[src/rtl/core/qrs_div.sv]
// ----------------------------------------------------------------------------
// qrs_div: pipelined unsigned divider
// Restoring division, one quotient bit per register stage.
// ----------------------------------------------------------------------------
module qrs_div #(
    parameter int QW  = 34,
    parameter int DW  = 17,
    parameter int SBW = 1
) (
    input  logic           i_clk,
    input  logic           i_rst_n,
    input  logic           i_en,
    input  logic           i_valid,
    input  logic [QW-1:0]  i_num,
    input  logic [DW-1:0]  i_den,
    input  logic [SBW-1:0] i_sb,
    output logic           o_valid,
    output logic [QW-1:0]  o_quot,
    output logic [SBW-1:0] o_sb
);

    logic [QW-1:0]  s_num [0:QW];
    logic [DW-1:0]  s_den [0:QW];
    logic [DW-1:0]  s_rem [0:QW];
    logic [SBW-1:0] s_sb  [0:QW];
    logic           s_vld [0:QW];

    assign s_num[0] = i_num;
    assign s_den[0] = i_den;
    assign s_rem[0] = '0;
    assign s_sb[0]  = i_sb;
    assign s_vld[0] = i_valid;

    for (genvar k = 0; k < QW; k++) begin : g_stage
        logic [QW-1:0]  r_num;
        logic [DW-1:0]  r_den;
        logic [DW-1:0]  r_rem;
        logic [SBW-1:0] r_sb;
        logic           r_vld;
        logic [DW:0]    n_trem;
        logic           n_take;

        always_comb begin
            n_trem = {s_rem[k], s_num[k][QW-1]};
            n_take = (n_trem >= {1'b0, s_den[k]});
        end

        // The numerator register shifts its consumed bit out and the
        // quotient bit in, so it ends holding the quotient.
        always_ff @(posedge i_clk) begin
            if (!i_rst_n) begin
                r_vld <= 1'b0;
            end else if (i_en) begin
                r_vld <= s_vld[k];
            end
            if (i_en) begin
                r_num <= {s_num[k][QW-2:0], n_take};
                r_den <= s_den[k];
                r_sb  <= s_sb[k];
                r_rem <= n_take ? DW'(n_trem - {1'b0, s_den[k]}) : DW'(n_trem);
            end
        end

        assign s_num[k+1] = r_num;
        assign s_den[k+1] = r_den;
        assign s_rem[k+1] = r_rem;
        assign s_sb[k+1]  = r_sb;
        assign s_vld[k+1] = r_vld;
    end

    assign o_valid = s_vld[QW];
    assign o_quot  = s_num[QW];
    assign o_sb    = s_sb[QW];

endmodule

[config.mk]
export PLATFORM = sky130hd
export DESIGN_NAME = qrs_div
export DESIGN_NICKNAME = d
export VERILOG_FILES = /design/src/rtl/core/qrs_div.sv
export SDC_FILE = /design/constraint.sdc
export NUM_CORES = 2
export LEC_CHECK = 0
export ABC_CLOCK_PERIOD_IN_PS = 3670
export BUFFER_PORTS_ARGS = -buffer_cell sky130_fd_sc_hd__buf_2
export CORE_MARGIN = 5
export CORE_UTILIZATION = 30
export CTS_CLUSTER_SIZE = 12
export DETAILED_ROUTE_END_ITERATION = 16
export PLACE_DENSITY = 0.42
export SLEW_MARGIN = 20
export SYNTH_ARGS = -nofsm -noshare
export SYNTH_HDL_FRONTEND = slang
export SYNTH_SLANG_ARGS = --single-unit
[constraint.sdc]
create_clock -name i_clk -period 3.67 [get_ports i_clk]
set_input_delay 0.367 -clock i_clk [delete_from_list [all_inputs] [get_ports i_clk]]
set_output_delay 0.367 -clock i_clk [all_outputs]
set_load 0.01 [all_outputs]
==> impl_results.md <==
- Multi-input gate area: 30500 sq um
- Post-route ant nets: 0
- Root Buffer: clkbuf_16
- Pre-CTS setup slack: -0.435 ns
- CTS Sinks: 2346
- Final setup viols: 0
- Post-DR wirelength/cell: 16.7 microns
- Status: completed
- Total CTS buffers: 287
- CP required: 4.29 ns
- Slew Limit Fails: 0
- Max Clk Rate: 274 MHz
- H-tree depth: 5
- Congestion Overflow GR: 0
- Synth Instances: 7076
- Initial antenna violation count: 3
- Worst hold path class: in2reg
- Ys async rst share: 0%
- Lkg Pwr: 46.2 nW
- Worst Path Buf+Inv: 3
- Via count: 56500
- Largest net degree at the start of global routing: 104
- Tmin final: 3.65 ns
- Final nets: 8315
- # fillers: 32800
- Ys flop type: edfxtp_1
- Worst hold margin: 0.0968 ns
- Critical path's slowest cell: a311oi_1
- CTS tree: done
- GRT Overall Usage: 11.4%
- Pwr Density: 825 nW/um^2
- Clock slew seen by the registers of the worst setup and hold paths: 0.06 ns
- Placed cell area: 112000 sq um
- Core Area: 343000 sq um
- Non-Filler Instances: 12400
- Grt met1 use: 13.7%
- Delay-heaviest family, CP: compound AO/OA/AOI/OAI gates
- Most Crowded Layer GR: met2
- Number of global-route vias before repair: 59100
- Die Wd: 597 microns
- Maximum vdd drop: 0.000351 V
- DP HPWL: 144 mm
- Synth Cell Area: 104000 sq um
- Register bit count reported by yosys: 2346
- Vias per inst: 4.54
- CP max stage delay: 0.48 ns
- Most common cell after layout, fill and taps aside: edfxtp_1
- CP startpoint kind: flip-flop
- Area leader, netlist: edfxtp_1
- I/O Buffers: 91
- Worst Path Class, Setup: reg2reg
- Crit-path cells: inv_1, ha_1, inv_1, fa_1, a211oi_1, o21ai_0, a21oi_1, o31ai_1, a311oi_1, o21ai_2, buf_12, mux2_2
- Met2 GRT Util: 20.2%
- Finished Cell Area: 122000 sq um
- Synth cell types: 76
- Setup ws final: 0.0242 ns
- First-pass GRT wire length: 328 mm
- Final period utilization: 99.3%
- Worst skew pair latency: 0.90 ns
- Crit path top cell by count: inv_1
- Hold Vio Cnt, Final: 0
- Synth warn: 0
- Top cells by area, synth: edfxtp_1 (67%), ha_1 (6.8%), mux2_2 (4.0%)
- Ports: 92
- Post-placement cell count: 11900
- Initial core utilization: 30.2%
- M3 GR Usage: 1.94%
- CP Max Fanout: 22
- Commonest non-fill, non-tap cells in the layout: edfxtp_1 (2312), inv_1 (721), ha_1 (562)
- Worst Tran Pin Value: 1.06 ns
- Avg Inst Size Synth: 14.6 sq um
- Initial DRC count: 2838
- Die Ht: 597 microns
- DRC: 0
- Post-synth EDFFs: 2312
- Die area: 357000 sq um
- CP arrival: 4.27 ns
- Worst Clk Skew: 0.0436 ns
- DRT Pass-1 Iters: 5
- Layout cells sized above 1: 14.8%
- Maximum capacitance violations: 0
- RePlAce Congestion: 0.830
- Slew margin rel.: 27.3%
- CTS max path bufs: 4
- Area Overhead vs Synth: 17.6%
- Synth Net Count: 7727
- Register area share after synthesis: 67.7%
- DRT Wirelength: 207 mm
- Std cell rows: 215
- Post-synth top area share: 67.1%
- Endpoint type of the worst setup path: flip-flop
- RSZ-0062 raised after global routing: false
- Area taken by flip-flops and latches: 70100 sq um
## flip-flops by register name (all words and copies together) (netlist names)
signal	count
g_stage.r_den	561
g_stage.r_num	1122
g_stage.r_rem	561
g_stage.r_sb	33
g_stage.r_vld	33
o_quot	34
o_sb	1
o_valid	1
## per-stage QoR
step	utilization [%]	power, W	setup TNS [ns]
detailed placement	32.6	0.0733	-5.73
floorplan	-	0.0631	0
CTS	35.4	0.102	0
global placement	32.6	0.0728	-7.01
finish	35.4	0.100	0
global route	35.4	0.107	0
## repair_timing
action                                 CTS  global route
setup endpoints to repair               29            89
hold buffers                            55             0
resized for setup                        8            15
gates cloned                             0             0
setup buffers                            2             8
pin swaps                                2            11
endpoints found under the hold margin   88             0
## routing by layer
metal	wire (microns)	up-vias
li1	-	27800
met4	8060	0
met1	88200	27500
met5	0	-
met2	104000	800
met3	7070	449
## cells by family after synthesis
logic type / synth area share (%)
flops: 67.7
compound gates: 8.49
simple gates: 5.16
buf+inv: 2.93
fa+ha+maj: 7.42
mux: 4.69
xor+xnor: 3.58
## layout make-up
cell class | count | share of cell area, %
antenna | 1 | 0.00206
clock buffer | 362 | 6.29
clock inverter | 151 | 1.15
inverter | 723 | 2.23
multi-input combinational | 3932 | 25.1
sequential | 2346 | 57.6
tap | 4557 | 4.69
timing repair buffer | 374 | 2.92
## Yosys cell counts (all sizes together), types with 20 or more instances
master and instances:
o21bai 75, clkbuf 49, o31ai 40, mux2i 60
o21ai 260, a211oi 50, and3 32, fa 32
nor2 340, o21a 58, nand4 77, o41ai 20
o31a 29, nor3 117, a21o 187, nand2 228
buf 26, or3 34, mux2 375, or2 24
nor2b 84, edfxtp 2312, ha 563, nand3 64
a31oi 46, a21oi 458, inv 722, xnor2 279
dfxtp 34, xor2 144, o211ai 26, nand2b 46
## final timing paths
check        slack [ns]                     to  cells past startpoint             startpoint
max                0.02   g_stage[14].r_rem[3]                     12  g_stage[13].r_num[33]
min                 0.1    g_stage[7].r_den[9]                      1                   i_en
max reg2reg        0.02   g_stage[14].r_rem[3]                     12  g_stage[13].r_num[33]
min reg2reg        0.41  g_stage[25].r_num[32]                      0  g_stage[24].r_num[31]
## power breakdown
part           switching [W]  leakage [nW]  total, W  internal [W]
clock network         0.0112          4.45    0.0274        0.0162
registers            0.00256          22.8    0.0389        0.0363
logic                 0.0175          18.9    0.0341        0.0166
Note: power is estimated with default switching activity, not from simulation.
